$ cat src/rtl/mmab_pkg.sv
// Package with the shared types and constants of the matrix multiply-add block.
package mmab_pkg;

    localparam int CFG_ADDR_W = 3;
    localparam int CFG_DATA_W = 7;

    localparam logic [CFG_ADDR_W-1:0] CFG_ROWS_M         = 3'd0;
    localparam logic [CFG_ADDR_W-1:0] CFG_INNER_K        = 3'd1;
    localparam logic [CFG_ADDR_W-1:0] CFG_COLS_N         = 3'd2;
    localparam logic [CFG_ADDR_W-1:0] CFG_RHS_TRANSPOSED = 3'd3;
    localparam logic [CFG_ADDR_W-1:0] CFG_BIAS_MODE      = 3'd4;

    localparam logic [1:0] BIAS_NONE = 2'd0;
    localparam logic [1:0] BIAS_FULL = 2'd1;
    localparam logic [1:0] BIAS_ROW  = 2'd2;

    typedef enum logic [1:0] {
        CMD_LOAD_LEFT  = 2'd0,
        CMD_LOAD_RIGHT = 2'd1,
        CMD_LOAD_BIAS  = 2'd2,
        CMD_START      = 2'd3
    } cmd_t;

    typedef struct packed {
        cmd_t               cmd;
        logic [8:0]         index;
        logic signed [15:0] element_value;
        logic signed [39:0] bias_value;
    } item_word_t;

    typedef struct packed {
        logic [2:0]         row;
        logic [2:0]         col;
        logic signed [47:0] out_value;
        logic               last;
    } result_word_t;

    typedef struct packed {
        logic load;
        logic start;
        logic issue;
        logic load_out;
        logic advance;
    } ctrl_cmd_t;

    typedef struct packed {
        logic last_k;
        logic pipe_busy;
        logic last_elem;
    } dp_status_t;

endpackage

$ cat src/rtl/mmab_ctrl.sv
// Controller state machine that sequences loads, the inner-product walk and result hand-off.
module mmab_ctrl (
    input  logic                    clk,
    input  logic                    rst_n,
    input  logic                    item_valid,
    input  mmab_pkg::cmd_t          item_cmd,
    output logic                    item_stall,
    output logic                    result_valid,
    input  logic                    result_stall,
    input  mmab_pkg::dp_status_t    sts,
    output mmab_pkg::ctrl_cmd_t     ctl
);

    typedef enum logic [3:0] {
        S_IDLE  = 4'b0001,
        S_RUN   = 4'b0010,
        S_DRAIN = 4'b0100,
        S_OUT   = 4'b1000
    } state_t;

    state_t state_reg;
    state_t state_next;

    always_ff @(posedge clk or negedge rst_n)
    begin
        if (!rst_n)
        begin
            state_reg <= S_IDLE;
        end
        else
        begin
            state_reg <= state_next;
        end
    end

    always_comb
    begin
        state_next = state_reg;
        ctl        = '0;
        case (state_reg)
            S_IDLE:
            begin
                if (item_valid)
                begin
                    if (item_cmd == mmab_pkg::CMD_START)
                    begin
                        ctl.start  = 1'b1;
                        state_next = S_RUN;
                    end
                    else
                    begin
                        ctl.load = 1'b1;
                    end
                end
            end
            S_RUN:
            begin
                ctl.issue = 1'b1;
                if (sts.last_k)
                begin
                    state_next = S_DRAIN;
                end
            end
            S_DRAIN:
            begin
                if (!sts.pipe_busy)
                begin
                    ctl.load_out = 1'b1;
                    state_next   = S_OUT;
                end
            end
            S_OUT:
            begin
                if (!result_stall)
                begin
                    if (sts.last_elem)
                    begin
                        state_next = S_IDLE;
                    end
                    else
                    begin
                        ctl.advance = 1'b1;
                        state_next  = S_RUN;
                    end
                end
            end
            default:
            begin
                state_next = S_IDLE;
            end
        endcase
    end

    assign item_stall   = (state_reg != S_IDLE);
    assign result_valid = (state_reg == S_OUT);

endmodule

$ cat config.mk
export PLATFORM = sky130hd
export DESIGN_NAME = mmab_ctrl
export DESIGN_NICKNAME = d
export VERILOG_FILES = /design/src/rtl/mmab_pkg.sv /design/src/rtl/mmab_ctrl.sv
export SDC_FILE = /design/constraint.sdc
export NUM_CORES = 1
export LEC_CHECK = 0
export BUFFER_PORTS_ARGS = -buffer_cell sky130_fd_sc_hd__buf_2
export CAP_MARGIN = 20
export CORE_MARGIN = 8
export CORE_UTILIZATION = 25
export CTS_BUF_LIST = sky130_fd_sc_hd__clkbuf_4 sky130_fd_sc_hd__clkbuf_8
export CTS_CLUSTER_DIAMETER = 200
export DETAILED_ROUTE_END_ITERATION = 10
export PLACE_DENSITY = 0.57
export SYNTH_ARGS = -nofsm -noshare
export SYNTH_HDL_FRONTEND = slang
export SYNTH_SLANG_ARGS = --single-unit
export TNS_END_PERCENT = 100
$ cat constraint.sdc
create_clock -name clk -period 1.4 [get_ports clk]
set_clock_uncertainty 0.05 [all_clocks]
set_input_delay 0.14 -clock clk [delete_from_list [all_inputs] [get_ports clk]]
set_output_delay 0.14 -clock clk [all_outputs]
set_load 0.02 [all_outputs]
Yosys cells after proc, flatten, opt, wreduce, memory -nomap -nowiden

Index checks and enable logic that the tools add are counted.

Bits in registers: 4
Output and inout port bits: 7
Logic and storage cells: 30

Eq/ne operators: 11
Muxes and demuxes: 17
Reduce and logical (&&, ||, !) cells: 1

Operators by type and width:

| cell               | count |
|---|---|
| $mux 4             | 5 |
| $pmux 4 s4         | 1 |
| $ne 2x2->1 const B | 5 |
| $mux 1             | 8 |
| $mux 2             | 3 |
| $reduce_and 5->1   | 1 |
| $eq 4x1->1 const B | 1 |
| $eq 4x2->1 const B | 1 |
| $eq 4x3->1 const B | 1 |
| $eq 4x4->1 const B | 1 |
| $ne 4x1->1 const B | 1 |
| $eq 2x2->1 const B | 1 |

Logic depth before layout (Yosys ltp)

Gate-level depths: netlist of run 1.

Depth in word-level cells: 4
Gate-level depth with buffers: 4

Worst setup path after synthesis of run 1

OpenSTA, ideal clock, no wires.

Kind: reg-to-output
Start: reg state_reg[1]
End: out ctl[0] in the netlist's numbering
Data arrival time: 1321 ps
Setup slack: -111 ps
Stages on the path, launching flop included: 5
Cell sequence: dfrtp_1 > buf_6 > nor2_1 > nand2_1 > nor4_1

RTL lines:

| item                     | RTL line        | text |
|---|---|---|
| start: declaration       | mmab_ctrl.sv:21 | `state_t state_reg;` |
| start signal: assignment | mmab_ctrl.sv:32 | `state_reg <= state_next;` |
| end: declaration         | mmab_ctrl.sv:11 | `output mmab_pkg::ctrl_cmd_t ctl` |

==> metrics.txt, run 1 <==
# TYPE chip_impl_metric gauge
chip_impl_info{name="setup.worst_path.start_class",value="flop"} 1
chip_impl_metric{name="antenna_violating_nets_post_route",unit=""} 0
chip_impl_metric{name="synthMuxAreaShare",unit="%"} 0
chip_impl_info{name="startpoint_of_the_lowest_slack_register_to_register_path",value="state_reg[1]"} 1
chip_impl_metric{name="simple_gate_share_of_the_synthesized_area",unit="%"} 37.1
chip_impl_info{name="r2r-end",value="state_reg[0]"} 1
chip_impl_metric{name="finalSetupViolations",unit=""} 5
chip_impl_metric{name="via_count_of_the_first_global_routing_pass",unit=""} 396
chip_impl_metric{name="overflow",unit=""} 0
chip_impl_metric{name="met2RoutedLength",unit="µm"} 552
chip_impl_metric{name="wl_met3",unit="µm"} 59
chip_impl_metric{name="dpl.hpwl",unit="µm"} 695
chip_impl_metric{name="mappedNetlistNets",unit=""} 49
chip_impl_metric{name="final_layout_size_suffix_gt1_share",unit="%"} 61.5
chip_impl_metric{name="worst_slew_margin_rel",unit="%"} 81.8
chip_impl_metric{name="min_delay_path_depth",unit=""} 3
chip_impl_metric{name="worst-r2r-setup-slack",unit="ps"} 0
chip_impl_metric{name="synth_top_area_share",unit="%"} 20.6
chip_impl_info{name="yosys_most_used_dff",value="sky130_fd_sc_hd__dfrtp_1"} 1
chip_impl_metric{name="p_sw",unit="µW"} 392
chip_impl_metric{name="stdcell_area",unit="µm²"} 568
chip_impl_metric{name="cts-root-to-sink-buffers",unit=""} 2
chip_impl_info{name="yosysTopAreaCell",value="sky130_fd_sc_hd__dfrtp_1"} 1
chip_impl_metric{name="routed-via-count",unit=""} 401
chip_impl_metric{name="initial_utilization",unit="%"} 27.3
chip_impl_info{name="worst_min_delay_path_startpoint",value="sts[1]"} 1
chip_impl_metric{name="die_area",unit="µm²"} 2930
chip_impl_metric{name="clkSinkCount",unit=""} 4
chip_impl_metric{name="synth-async-reset-ratio",unit="%"} 100
chip_impl_metric{name="detailedRoute.firstIterationViolations",unit=""} 5
chip_impl_metric{name="synthesis.yosys.warnings",unit=""} 0
chip_impl_metric{name="reg2reg_depth",unit=""} 5
chip_impl_metric{name="boundaryPins",unit=""} 16
chip_impl_info{name="post_synth_main_area_contributors",value="sky130_fd_sc_hd__dfrtp_1 21%, sky130_fd_sc_hd__buf_6 9.3%, sky130_fd_sc_hd__nand3b_1 8.2%, sky130_fd_sc_hd__dfstp_2 7.2%, sky130_fd_sc_hd__nor4b_1 4.8%"} 1
chip_impl_metric{name="grt_antenna_before_repair",unit=""} 0
chip_impl_metric{name="synth.avg_cell_area",unit="µm²"} 9.10
chip_impl_info{name="clock_tree_from_tritoncts",value="done"} 1
chip_impl_metric{name="post_dr_vias_cell",unit=""} 5.01
chip_impl_metric{name="track_usage",unit="%"} 7.76
chip_impl_metric{name="ys_seq_area_share",unit="%"} 27.8
chip_impl_metric{name="num_rows",unit=""} 13
chip_impl_metric{name="nFillCells",unit=""} 139
chip_impl_metric{name="floorplan.die.height",unit="µm"} 54.2
chip_impl_metric{name="tightest_slew",unit="ps"} 269
chip_impl_metric{name="clock_insertion_delay_worst_skew",unit="ps"} 240
chip_impl_metric{name="setup_slack",unit="ps"} -39.2
chip_impl_metric{name="die-width",unit="µm"} 54.2
chip_impl_metric{name="synth_xor_area_share",unit="%"} 0
chip_impl_metric{name="p_int",unit="µW"} 620
chip_impl_metric{name="wl_met1",unit="µm"} 497
chip_impl_info{name="timing.hold.worst_endpoint",value="state_reg[2]"} 1
chip_impl_metric{name="routed_wire_length_per_instance",unit="µm"} 14.1
chip_impl_metric{name="placement.setup.worst_slack",unit="ps"} 69.9
chip_impl_metric{name="synth_area",unit="µm²"} 364
chip_impl_metric{name="p_total",unit="mW"} 1.01
chip_impl_metric{name="ys_ff_latch",unit=""} 4
chip_impl_metric{name="vdd_drop_max",unit="mV"} 0.594
chip_impl_metric{name="remaining_drc_errors",unit=""} 0
chip_impl_metric{name="netSwitchingFraction",unit="%"} 38.7
chip_impl_metric{name="grt_max_degree",unit=""} 10
chip_impl_info{name="setup.worst_path.end_class",value="output pin"} 1
chip_impl_info{name="timing.hold.worst.class",value="input pin to flop"} 1
chip_impl_metric{name="grt_pass1_wl",unit="mm"} 1.68
chip_impl_metric{name="final_cell_count_no_fill",unit=""} 80
chip_impl_metric{name="synth_enable_flop_cells",unit=""} 0
chip_impl_metric{name="numCtsBuffers",unit=""} 3
chip_impl_metric{name="io_buffers",unit=""} 15
chip_impl_metric{name="flip_flop_count_of_the_largest_register_all_copies_and_words_added",unit=""} 4
chip_impl_metric{name="drt-pass1-iter-count",unit=""} 4
chip_impl_metric{name="synth_adder_area_share",unit="%"} 0
chip_impl_metric{name="synth_compound_area_share",unit="%"} 21.3
chip_impl_metric{name="diodes",unit=""} 0
chip_impl_metric{name="critical_path_peak_fanout",unit=""} 7
chip_impl_metric{name="synth_cell_type_count",unit=""} 27
chip_impl_metric{name="nNetsFinal",unit=""} 75
chip_impl_info{name="violations_in_the_final_reports",value="setup timing"} 1
chip_impl_info{name="combinational_family_with_the_most_area_after_synthesis",value="simple AND/OR/NAND/NOR gates"} 1
chip_impl_metric{name="p_leak",unit="nW"} 0.263
chip_impl_info{name="synth_top_cells_by_count",value="4 x sky130_fd_sc_hd__nand3b_1, 4 x sky130_fd_sc_hd__nor2_1, 3 x sky130_fd_sc_hd__buf_6, 3 x sky130_fd_sc_hd__dfrtp_1, 3 x sky130_fd_sc_hd__nand2_1"} 1
chip_impl_metric{name="dpl-instance-area",unit="µm²"} 418
chip_impl_metric{name="timing.final.hold_violations",unit=""} 0
chip_impl_metric{name="cts_max_level",unit=""} 1
chip_impl_metric{name="finalCritPeriodShare",unit="%"} 103
chip_impl_info{name="status",value="complete, but fails checks"} 1
chip_impl_metric{name="max_freq",unit="MHz"} 695
chip_impl_metric{name="combinationalPowerShare",unit="%"} 60.1
chip_impl_metric{name="postSynthCellCount",unit=""} 40
chip_impl_info{name="route.top_layer_used",value="met4"} 1
chip_impl_info{name="unrepaired_setup_endpoints_after_global_routing",value="yes"} 1
chip_impl_metric{name="clkTransAtPathRegs",unit="ps"} 40
chip_impl_metric{name="design.core.area",unit="µm²"} 1330
chip_impl_metric{name="power.density",unit="nW/µm²"} 1780
chip_impl_metric{name="final.min_clock_period",unit="ps"} 1440
chip_impl_metric{name="sequentialPowerShare",unit="%"} 22.3
chip_impl_metric{name="setup-tns-final",unit="ps"} -107
chip_impl_info{name="timing.setup.critical_path_class",value="flop to output pin"} 1
chip_impl_metric{name="critical_path_required",unit="ps"} 1210
chip_impl_metric{name="max_cap_check_violation_count",unit=""} 0
chip_impl_metric{name="place_congestion",unit=""} 0.762
chip_impl_metric{name="report.final.slew_viol_count",unit=""} 0
chip_impl_info{name="root_buffer",value="sky130_fd_sc_hd__clkbuf_4"} 1
chip_impl_metric{name="wirelength",unit="mm"} 1.13
chip_impl_metric{name="cp.arrival",unit="ps"} 1250
chip_impl_metric{name="pwr-share-clk",unit="%"} 17.6
chip_impl_metric{name="synthToLayoutAreaGrowth",unit="%"} 56.0
chip_impl_metric{name="place_inst",unit=""} 65
[placed cells by master (no fill, tap or decap)]
cell type / n
sky130_fd_sc_hd__a211o_1: 1
sky130_fd_sc_hd__a211oi_1: 1
sky130_fd_sc_hd__a21boi_0: 1
sky130_fd_sc_hd__a21oi_1: 1
sky130_fd_sc_hd__a2bb2oi_2: 1
sky130_fd_sc_hd__a31oi_1: 1
sky130_fd_sc_hd__and3b_1: 1
sky130_fd_sc_hd__buf_1: 1
sky130_fd_sc_hd__buf_2: 10
sky130_fd_sc_hd__buf_4: 12
sky130_fd_sc_hd__buf_6: 2
sky130_fd_sc_hd__clkbuf_4: 4
sky130_fd_sc_hd__dfrtp_2: 3
sky130_fd_sc_hd__dfstp_2: 1
sky130_fd_sc_hd__dlygate4sd3_1: 1
sky130_fd_sc_hd__inv_1: 1
sky130_fd_sc_hd__nand2_1: 2
sky130_fd_sc_hd__nand2_2: 1
sky130_fd_sc_hd__nand3_1: 1
sky130_fd_sc_hd__nand3b_1: 4
sky130_fd_sc_hd__nand4b_1: 1
sky130_fd_sc_hd__nor2_1: 3
sky130_fd_sc_hd__nor2_2: 1
sky130_fd_sc_hd__nor2_4: 1
sky130_fd_sc_hd__nor2b_1: 1
sky130_fd_sc_hd__nor3_2: 1
sky130_fd_sc_hd__nor4_2: 1
sky130_fd_sc_hd__nor4b_1: 2
sky130_fd_sc_hd__nor4b_2: 1
sky130_fd_sc_hd__o211a_1: 1
sky130_fd_sc_hd__o21ai_0: 1
sky130_fd_sc_hd__o31ai_2: 1
[what timing repair did]
| action | 4_1_cts | 5_1_grt |
|---|---|---|
| hold buffers | 1 | 0 |
| setup buffers | 8 | 2 |
| gates resized for setup | 11 | 3 |
| pin swaps | 1 | 3 |
| endpoints found under the hold margin | 4 | 0 |
| setup endpoints to repair | 6 | 9 |
[critical path, cell delays in order (launching register included)]
cell                      delay, ps
sky130_fd_sc_hd__dfrtp_2        460
sky130_fd_sc_hd__nor2_1         120
sky130_fd_sc_hd__nand2_1         80
sky130_fd_sc_hd__nor3_2         160
sky130_fd_sc_hd__buf_4          180
[through the flow]
stage / hold WS, ps / util, %
floorplan: -206 / -
global route: 131 / 42.6
detailed placement: -98.3 / 31.3
finish: 119 / 42.6
CTS: 113 / 40.7
global placement: -98.4 / 31.3
[final cells by class]
class / count / area [µm²] / area share [%]
sequential: 4 / 105 / 18.5
timing repair buffer: 26 / 176 / 31.1
clock buffer: 4 / 30.0 / 5.29
multi-input combinational: 30 / 234 / 41.2
tap: 15 / 18.8 / 3.30
inverter: 1 / 3.75 / 0.661
[logic make-up after synthesis]
logic type	count (synthesis)
compound gates	9
buf+inv	6
flops	4
simple gates	21
[how the worst max path moves through the flow]
stage | startpoint | to | slack, ps | depth (start not counted)
6_report | state_reg[3] | ctl[1] | -40 | 4
5_1_grt | state_reg[3] | ctl[4] | -120 | 4
4_1_cts | state_reg[0] | ctl[4] | -20 | 3
3_5_place_dp | state_reg[0] | state_reg[1] | 70 | 3
3_3_place_gp | state_reg[0] | state_reg[1] | 70 | 3
2_1_floorplan | state_reg[3] | ctl[4] | 80 | 4
[power by group through the flow]
stage / Sequential [mW] / Combinational [mW] / Clock, mW
after floorplan: 0.179 / 0.397 / 0
after global placement: 0.258 / 0.348 / 0
after detailed placement: 0.258 / 0.348 / 0
after CTS: 0.220 / 0.536 / 0.187
after global routing: 0.229 / 0.650 / 0.192
final: 0.225 / 0.609 / 0.178
[metal layers]
layer / vias to the layer above / global-route usage [%]
met3: 2 / 1.65
met1: 190 / 9.44
met4: 0 / 4.92
met5: - / 0
li1: 199 / -
met2: 10 / 12.0
Note: power is estimated with default switching activity, not from simulation.
==> inputs of run 2 (changes only) <==
--- a/config.mk
+++ b/config.mk
@@ -5,13 +5,15 @@
 export SDC_FILE = /design/constraint.sdc
 export NUM_CORES = 1
 export LEC_CHECK = 0
+export ABC_AREA = 1
 export BUFFER_PORTS_ARGS = -buffer_cell sky130_fd_sc_hd__buf_2
 export CAP_MARGIN = 20
-export CORE_MARGIN = 8
-export CORE_UTILIZATION = 25
+export CORE_AREA = 8 8 45 47
 export CTS_BUF_LIST = sky130_fd_sc_hd__clkbuf_4 sky130_fd_sc_hd__clkbuf_8
 export CTS_CLUSTER_DIAMETER = 200
+export CTS_CLUSTER_SIZE = 28
 export DETAILED_ROUTE_END_ITERATION = 10
+export DIE_AREA = 0 0 53 55
 export PLACE_DENSITY = 0.57
 export SYNTH_ARGS = -nofsm -noshare
 export SYNTH_HDL_FRONTEND = slang
==> run 2 against run 1 <==
  * The flow still finishes with violations (setup timing)
  * Die area decreased by 0.62%
  * Flip-flop and latch count is the same
  * First-iteration DRC count decreased by 80%
  * Setup slack lost 53 ps
  * Worst hold slack worse by 64 ps
  * Clock-buffer cell count stayed put
  * Fmax fell by 3.6%
  * Critical endpoint is now ctl[4]
  * Highest routed layer unchanged
==> metrics.txt, run 2 <==
# TYPE chip_impl_metric gauge
chip_impl_info{name="status",value="complete, but fails checks"} 1
chip_impl_info{name="violations_in_the_final_reports",value="setup timing"} 1
chip_impl_info{name="root_buffer",value="sky130_fd_sc_hd__clkbuf_4"} 1
chip_impl_metric{name="worst-r2r-setup-slack",unit="ps"} -60
chip_impl_metric{name="grt_antenna_before_repair",unit=""} 0
chip_impl_metric{name="postSynthCellCount",unit=""} 51
chip_impl_metric{name="track_usage",unit="%"} 7.50
chip_impl_metric{name="finalSetupViolations",unit=""} 8
chip_impl_info{name="cpLargestDelayFamily",value="flip-flops"} 1
chip_impl_metric{name="ys_seq_area_share",unit="%"} 31.4
chip_impl_metric{name="dpl.hpwl",unit="µm"} 657
chip_impl_metric{name="flip_flop_count_of_the_largest_register_all_copies_and_words_added",unit=""} 4
chip_impl_metric{name="synthMuxAreaShare",unit="%"} 0
chip_impl_info{name="combinational_family_with_the_most_area_after_synthesis",value="simple AND/OR/NAND/NOR gates"} 1
chip_impl_info{name="critical_path.slowest_cell",value="sky130_fd_sc_hd__dfstp_2"} 1
chip_impl_metric{name="antenna_violating_nets_post_route",unit=""} 0
chip_impl_metric{name="p_leak",unit="nW"} 0.327
chip_impl_metric{name="placement.setup.worst_slack",unit="ps"} 83.2
chip_impl_metric{name="worst_slew_margin_rel",unit="%"} 88.4
chip_impl_metric{name="critical_path_peak_fanout",unit=""} 4
chip_impl_metric{name="final.min_clock_period",unit="ps"} 1490
chip_impl_metric{name="final_layout_size_suffix_gt1_share",unit="%"} 67.9
chip_impl_info{name="layout_common_cells",value="10 x sky130_fd_sc_hd__nand2_1, 9 x sky130_fd_sc_hd__nand2_2, 9 x sky130_fd_sc_hd__buf_2"} 1
chip_impl_metric{name="ys_ff_latch",unit=""} 4
chip_impl_info{name="unrepaired_setup_endpoints_after_global_routing",value="yes"} 1
chip_impl_metric{name="place_inst",unit=""} 81
chip_impl_metric{name="finalCritPeriodShare",unit="%"} 107
chip_impl_info{name="r2r-end",value="state_reg[2]"} 1
chip_impl_metric{name="die_area",unit="µm²"} 2920
chip_impl_metric{name="min_delay_path_depth",unit=""} 2
chip_impl_info{name="setup.worst_path.start_class",value="flop"} 1
chip_impl_metric{name="timing.final.hold_violations",unit=""} 0
chip_impl_metric{name="synth_enable_flop_cells",unit=""} 0
chip_impl_metric{name="design.core.area",unit="µm²"} 1380
chip_impl_metric{name="synth_adder_area_share",unit="%"} 0
chip_impl_metric{name="via_count_of_the_first_global_routing_pass",unit=""} 423
chip_impl_info{name="clock_tree_from_tritoncts",value="done"} 1
chip_impl_metric{name="vdd_drop_max",unit="mV"} 0.965
chip_impl_info{name="cp-startpoint",value="state_reg[0]"} 1
chip_impl_metric{name="setup_slack",unit="ps"} -92.6
chip_impl_metric{name="diodes",unit=""} 0
chip_impl_metric{name="cts_max_level",unit=""} 1
chip_impl_metric{name="numCtsBuffers",unit=""} 3
chip_impl_metric{name="synth_top_area_share",unit="%"} 23.3
chip_impl_metric{name="grt_pass1_wl",unit="mm"} 1.60
chip_impl_metric{name="overflow",unit=""} 0
chip_impl_info{name="path_cells",value="nand2_2 -> nor2_4 -> nand2_1 -> a21oi_2 -> buf_6"} 1
chip_impl_metric{name="tightest_slew",unit="ps"} 173
chip_impl_metric{name="place_congestion",unit=""} 0.761
chip_impl_metric{name="synth_cell_type_count",unit=""} 14
chip_impl_metric{name="io_buffers",unit=""} 15
chip_impl_metric{name="max_cap_check_violation_count",unit=""} 0
chip_impl_metric{name="remaining_drc_errors",unit=""} 0
chip_impl_metric{name="setup-tns-final",unit="ps"} -427
chip_impl_metric{name="grt_max_degree",unit=""} 5
chip_impl_metric{name="drt-pass1-iter-count",unit=""} 3
chip_impl_metric{name="clkTransAtPathRegs",unit="ps"} 40
chip_impl_info{name="synth_most_common_cell",value="sky130_fd_sc_hd__nand2_1"} 1
chip_impl_metric{name="reg2reg_depth",unit=""} 10
chip_impl_metric{name="synthToLayoutAreaGrowth",unit="%"} 88.8
chip_impl_metric{name="synth_compound_area_share",unit="%"} 3.10
chip_impl_info{name="post_synth_main_area_contributors",value="sky130_fd_sc_hd__dfrtp_1 23%, sky130_fd_sc_hd__nand2_1 20%, sky130_fd_sc_hd__nand2_2 12%, sky130_fd_sc_hd__dfstp_2 8.1%, sky130_fd_sc_hd__nor2_1 8.1%"} 1
chip_impl_metric{name="critical_path_required",unit="ps"} 1210
chip_impl_info{name="timing.hold.worst.class",value="input pin to flop"} 1
chip_impl_metric{name="clock_insertion_delay_worst_skew",unit="ps"} 240
chip_impl_metric{name="synth-async-reset-ratio",unit="%"} 100
chip_impl_metric{name="synth_xor_area_share",unit="%"} 0
chip_impl_info{name="timing.setup.critical_path_class",value="flop to output pin"} 1
chip_impl_metric{name="routed_wire_length_per_instance",unit="µm"} 10.5
chip_impl_metric{name="boundaryPins",unit=""} 16
chip_impl_metric{name="num_rows",unit=""} 14
chip_impl_metric{name="detailedRoute.firstIterationViolations",unit=""} 1
chip_impl_metric{name="wirelength",unit="µm"} 984
chip_impl_metric{name="synthesis.yosys.warnings",unit=""} 0
chip_impl_metric{name="timing.critical_path.depth",unit=""} 5
chip_impl_info{name="synth_top_cells_by_count",value="17 x sky130_fd_sc_hd__nand2_1, 7 x sky130_fd_sc_hd__nor2_1, 6 x sky130_fd_sc_hd__nand2_2"} 1
chip_impl_metric{name="mappedNetlistNets",unit=""} 60
chip_impl_info{name="endpoint",value="ctl[4]"} 1
chip_impl_info{name="leading_cell_type_in_the_layout_fill_and_taps_excluded",value="sky130_fd_sc_hd__nand2_1"} 1
chip_impl_metric{name="worst-path-buf-inv",unit=""} 1
chip_impl_metric{name="clkSinkCount",unit=""} 4
chip_impl_metric{name="critical-path-max-stage-delay",unit="ps"} 550
chip_impl_info{name="setup.worst_path.end_class",value="output pin"} 1
chip_impl_metric{name="synth_area",unit="µm²"} 323
chip_impl_info{name="yosys_most_used_dff",value="sky130_fd_sc_hd__dfrtp_1"} 1
chip_impl_metric{name="cts-root-to-sink-buffers",unit=""} 2
chip_impl_metric{name="power.density",unit="nW/µm²"} 2100
chip_impl_metric{name="synth.avg_cell_area",unit="µm²"} 6.33
chip_impl_metric{name="floorplan.die.height",unit="µm"} 55
chip_impl_metric{name="max_freq",unit="MHz"} 670
chip_impl_metric{name="report.final.slew_viol_count",unit=""} 0
chip_impl_metric{name="simple_gate_share_of_the_synthesized_area",unit="%"} 53.9
chip_impl_info{name="yosysTopAreaCell",value="sky130_fd_sc_hd__dfrtp_1"} 1
chip_impl_metric{name="die-width",unit="µm"} 53
chip_impl_metric{name="cp.arrival",unit="ps"} 1300
chip_impl_info{name="startpoint_of_the_lowest_slack_register_to_register_path",value="state_reg[0]"} 1
chip_impl_metric{name="final_cell_count_no_fill",unit=""} 94
chip_impl_metric{name="routed-via-count",unit=""} 407
chip_impl_metric{name="nNetsFinal",unit=""} 88
chip_impl_metric{name="initial_utilization",unit="%"} 23.3
chip_impl_metric{name="post_dr_vias_cell",unit=""} 4.33
==> run 2: where the power goes <==
| group | total (mW) | switching [mW] | internal, mW |
|---|---|---|---|
| Sequential | 0.211 | 0.0386 | 0.173 |
| Combinational | 0.887 | 0.482 | 0.406 |
| Clock | 0.181 | 0.0544 | 0.127 |
==> run 2: final cells by class <==
class                           instances  area (µm²)
Fill cell                             142         774
Multi-Input combinational cell         38         243
Timing Repair Buffer                   24         183
Tap cell                               16        20.0
Sequential cell                         4         101
Clock buffer                            4        30.0
Inverter                                8        32.5
==> run 2: per-stage QoR <==
stage	total power [mW]	utilization [%]	cell area, µm²	hold WS [ps]
6_report	1.28	44.0	609	54.6
5_1_grt	1.40	44.0	609	61.3
4_1_cts	1.07	37.8	523	52.4
3_5_place_dp	0.718	29.7	410	-103
3_3_place_gp	0.716	29.7	410	-103
2_1_floorplan	0.614	-	323	-206
==> run 2: worst min path at each step <==
| stage | slack (ps) | end | from |
|---|---|---|---|
| 2_1_floorplan | -210 | state_reg[1] | rst_n |
| 3_3_place_gp | -100 | state_reg[3] | rst_n |
| 3_5_place_dp | -100 | state_reg[3] | rst_n |
| 4_1_cts | 50 | state_reg[3] | sts[1] |
| 5_1_grt | 60 | state_reg[3] | sts[1] |
| 6_report | 50 | state_reg[3] | sts[1] |
==> run 2: logic make-up after synthesis <==
kind of cell / after synthesis
AO/OA/AOI/OAI: 2
flip-flops: 4
buffers and inverters: 9
AND/OR/NAND/NOR: 36
==> run 2: metal layers <==
metal	GRT usage, %	vias up	wire, µm
met4	6.47	0	22
met2	14.1	5	632
met5	0	-	0
met3	2.67	4	27
li1	-	209	-
met1	6.12	189	301
==> run 2: repair_timing <==
item,4_1_cts,5_1_grt
pin swaps,4,2
hold buffers,1,0
hold endpoints to repair,4,0
setup buffers,6,3
resized for setup,9,21
endpoints found under the setup margin,5,8
==> inputs of run 3 (changes only) <==
--- a/config.mk
+++ b/config.mk
@@ -5,15 +5,14 @@
 export SDC_FILE = /design/constraint.sdc
 export NUM_CORES = 1
 export LEC_CHECK = 0
-export ABC_AREA = 1
 export BUFFER_PORTS_ARGS = -buffer_cell sky130_fd_sc_hd__buf_2
 export CAP_MARGIN = 20
-export CORE_AREA = 8 8 45 47
+export CORE_MARGIN = 8
+export CORE_UTILIZATION = 25
 export CTS_BUF_LIST = sky130_fd_sc_hd__clkbuf_4 sky130_fd_sc_hd__clkbuf_8
 export CTS_CLUSTER_DIAMETER = 200
 export CTS_CLUSTER_SIZE = 28
 export DETAILED_ROUTE_END_ITERATION = 10
-export DIE_AREA = 0 0 53 55
 export PLACE_DENSITY = 0.57
 export SYNTH_ARGS = -nofsm -noshare
 export SYNTH_HDL_FRONTEND = slang
==> constraint.sdc (replaced) <==
create_clock -name clk -period 1.8 [get_ports clk]
set_clock_uncertainty 0.05 [all_clocks]
set_input_delay 0.18 -clock clk [delete_from_list [all_inputs] [get_ports clk]]
set_output_delay 0.18 -clock clk [all_outputs]
set_load 0.02 [all_outputs]
==> run 3 against run 2 <==
  * The flow now finishes without violations
  * Clock power fell by 25%
  * Sequential power fell by 6%
  * Final cell count fell by 26%
  * Die area rose by 0.63%
  * Flip-flop and latch count did not move
  * Worst hold slack improved by 130 ps
  * Critical path depth fell by 1
  * Via count fell by 14%
  * First-iteration DRC count rose by 100%
  * Critical endpoint unchanged
  * Largest cell class unchanged
==> metrics.txt, run 3 (synthesized netlist as in run 1, its figures left out) <==
# TYPE chip_impl_metric gauge
chip_impl_metric{name="grt_max_degree",unit=""} 13
chip_impl_info{name="timing.hold.worst.class",value="input pin to flop"} 1
chip_impl_metric{name="antenna_violating_nets_post_route",unit=""} 0
chip_impl_metric{name="dpl.hpwl",unit="µm"} 725
chip_impl_metric{name="num_rows",unit=""} 13
chip_impl_metric{name="wirelength",unit="µm"} 908
chip_impl_metric{name="netSwitchingFraction",unit="%"} 40.4
chip_impl_metric{name="clkSinkCount",unit=""} 4
chip_impl_metric{name="final.min_clock_period",unit="ps"} 1640
chip_impl_info{name="leading_cell_type_in_the_layout_fill_and_taps_excluded",value="sky130_fd_sc_hd__buf_2"} 1
chip_impl_metric{name="critical_path_required",unit="ps"} 1570
chip_impl_metric{name="final_layout_size_suffix_gt1_share",unit="%"} 43.6
chip_impl_metric{name="stdcell_area",unit="µm²"} 452
chip_impl_metric{name="routed-via-count",unit=""} 350
chip_impl_metric{name="remaining_drc_errors",unit=""} 0
chip_impl_metric{name="finalSetupViolations",unit=""} 0
chip_impl_metric{name="pwr-share-clk",unit="%"} 22.4
chip_impl_metric{name="die_area",unit="µm²"} 2930
chip_impl_metric{name="track_usage",unit="%"} 6.38
chip_impl_metric{name="clock_insertion_delay_worst_skew",unit="ps"} 230
chip_impl_metric{name="place_congestion",unit=""} 0.734
chip_impl_metric{name="grt_pass1_wl",unit="mm"} 1.36
chip_impl_metric{name="max_freq",unit="MHz"} 611
chip_impl_metric{name="postCtsResizedCells",unit=""} 0
chip_impl_metric{name="overflow",unit=""} 0
chip_impl_metric{name="design.core.area",unit="µm²"} 1330
chip_impl_metric{name="worst_slew_margin_rel",unit="%"} 77.6
chip_impl_metric{name="critical_path_peak_fanout",unit=""} 11
chip_impl_metric{name="max_cap_check_violation_count",unit=""} 0
chip_impl_metric{name="boundaryPins",unit=""} 16
chip_impl_metric{name="routed_wire_length_per_instance",unit="µm"} 13.0
chip_impl_metric{name="critical-path-max-stage-delay",unit="ps"} 490
chip_impl_info{name="clock_tree_from_tritoncts",value="done"} 1
chip_impl_metric{name="numCtsBuffers",unit=""} 3
chip_impl_metric{name="report.final.slew_viol_count",unit=""} 0
chip_impl_metric{name="clkTransAtPathRegs",unit="ps"} 40
chip_impl_metric{name="die-width",unit="µm"} 54.2
chip_impl_info{name="status",value="finished, final reports clean"} 1
chip_impl_metric{name="p_total",unit="µW"} 605
chip_impl_info{name="timing.setup.critical_path_class",value="flop to output pin"} 1
chip_impl_metric{name="worst-path-buf-inv",unit=""} 1
chip_impl_info{name="root_buffer",value="sky130_fd_sc_hd__clkbuf_4"} 1
chip_impl_info{name="cpLargestDelayFamily",value="flip-flops"} 1
chip_impl_metric{name="timing.final.hold_violations",unit=""} 0
chip_impl_metric{name="synthToLayoutAreaGrowth",unit="%"} 24.1
chip_impl_info{name="layout_common_cells",value="15 x sky130_fd_sc_hd__buf_2, 4 x sky130_fd_sc_hd__nor2_1, 4 x sky130_fd_sc_hd__nand3b_1, 4 x sky130_fd_sc_hd__clkbuf_4"} 1
chip_impl_metric{name="p_leak",unit="nW"} 0.214
chip_impl_metric{name="combinationalPowerShare",unit="%"} 44.8
chip_impl_metric{name="dpl-instance-area",unit="µm²"} 412
chip_impl_info{name="unrepaired_setup_endpoints_after_global_routing",value="no"} 1
chip_impl_metric{name="floorplan.die.height",unit="µm"} 54.2
chip_impl_metric{name="p_sw",unit="µW"} 245
chip_impl_metric{name="initial_utilization",unit="%"} 27.3
chip_impl_metric{name="p_int",unit="µW"} 361
chip_impl_metric{name="postCtsSetupBuffers",unit=""} 0
chip_impl_metric{name="tightest_slew",unit="ps"} 336
chip_impl_metric{name="sequentialPowerShare",unit="%"} 32.8
chip_impl_metric{name="drt-pass1-iter-count",unit=""} 2
chip_impl_metric{name="grt_antenna_before_repair",unit=""} 0
chip_impl_info{name="critical_path.slowest_cell",value="sky130_fd_sc_hd__dfrtp_1"} 1
chip_impl_metric{name="power.density",unit="nW/µm²"} 1340
chip_impl_info{name="setup.worst_path.start_class",value="flop"} 1
chip_impl_metric{name="io_buffers",unit=""} 15
chip_impl_metric{name="via_count_of_the_first_global_routing_pass",unit=""} 325
chip_impl_metric{name="finish.utilization",unit="%"} 33.9
chip_impl_metric{name="detailedRoute.firstIterationViolations",unit=""} 2
chip_impl_metric{name="hold_buffers",unit=""} 1
chip_impl_info{name="setup.worst_path.end_class",value="output pin"} 1
chip_impl_metric{name="nNetsFinal",unit=""} 65
chip_impl_metric{name="cts-root-to-sink-buffers",unit=""} 2
chip_impl_metric{name="vdd_drop_max",unit="mV"} 0.360
chip_impl_info{name="path_cells",value="nor2_2 -> nand4b_1 -> a21oi_1 -> buf_2"} 1
chip_impl_metric{name="cp.arrival",unit="ps"} 1410
chip_impl_metric{name="diodes",unit=""} 0
chip_impl_metric{name="finalCritPeriodShare",unit="%"} 90.9
chip_impl_metric{name="post_dr_vias_cell",unit=""} 5.00
chip_impl_metric{name="cts_max_level",unit=""} 1
chip_impl_metric{name="flip_flop_count_of_the_largest_register_all_copies_and_words_added",unit=""} 4
chip_impl_metric{name="setup-tns-final",unit="ps"} 0
[run 3: cell count changes in the layout (fill, tap and decap cells not counted), sizes merged, moves of 3 or more]
cell    change
buf         -8
inv         -7
nand2      -20
nand3b      +4
nor2        -6
nor4b       +3
[run 3: worst paths after layout]
check	start	endpoint	slack [ps]	depth (start not counted)
max	state_reg[3]	ctl[4]	160	4
min	sts[1]	state_reg[2]	180	3
max reg2reg	state_reg[0]	state_reg[1]	480	3
min reg2reg	state_reg[0]	state_reg[0]	550	1
max in group asynchronous	rst_n	state_reg[0]	1260	2
min in group asynchronous	rst_n	state_reg[3]	230	2
[run 3: area by class of cell]
class / instances / area, µm²
timing repair buffer: 16 / 85.1
fill: 147 / 882
sequential: 4 / 101
tap: 15 / 18.8
multi-input combinational: 30 / 213
inverter: 1 / 3.75
clock buffer: 4 / 30.0
[run 3: worst register-to-register path: stages (launching register included)]
cell	delay [ps]
sky130_fd_sc_hd__dfstp_2	630
sky130_fd_sc_hd__nor4b_1	80
sky130_fd_sc_hd__a211o_1	310
sky130_fd_sc_hd__o211a_1	130
[run 3: power by group through the flow]
stage | clock (mW) | combinational, mW | sequential (mW)
2_1_floorplan | 0 | 0.308 | 0.139
3_3_place_gp | 0 | 0.270 | 0.198
5_1_grt | 0.146 | 0.296 | 0.206
4_1_cts | 0.142 | 0.275 | 0.198
3_5_place_dp | 0 | 0.272 | 0.199
6_report | 0.136 | 0.271 | 0.199
[run 3: through the flow]
stage          worst slack, ps  std cells  hold slack [ps]
2_1_floorplan              249         40             -166
3_3_place_gp               427         65            -60.9
3_5_place_dp               422         65            -57.7
4_1_cts                    154         70              178
5_1_grt                   14.5         70              209
6_report                   164         70              185
[run 3: per-layer routing]
metal / vias to the layer above / global-route usage (%) / wire (µm)
met5: - / 0 / 0
met2: 9 / 9.73 / 433
met3: 2 / 2.20 / 84
met4: 0 / 6.15 / 14
met1: 161 / 6.63 / 376
li1: 178 / - / -
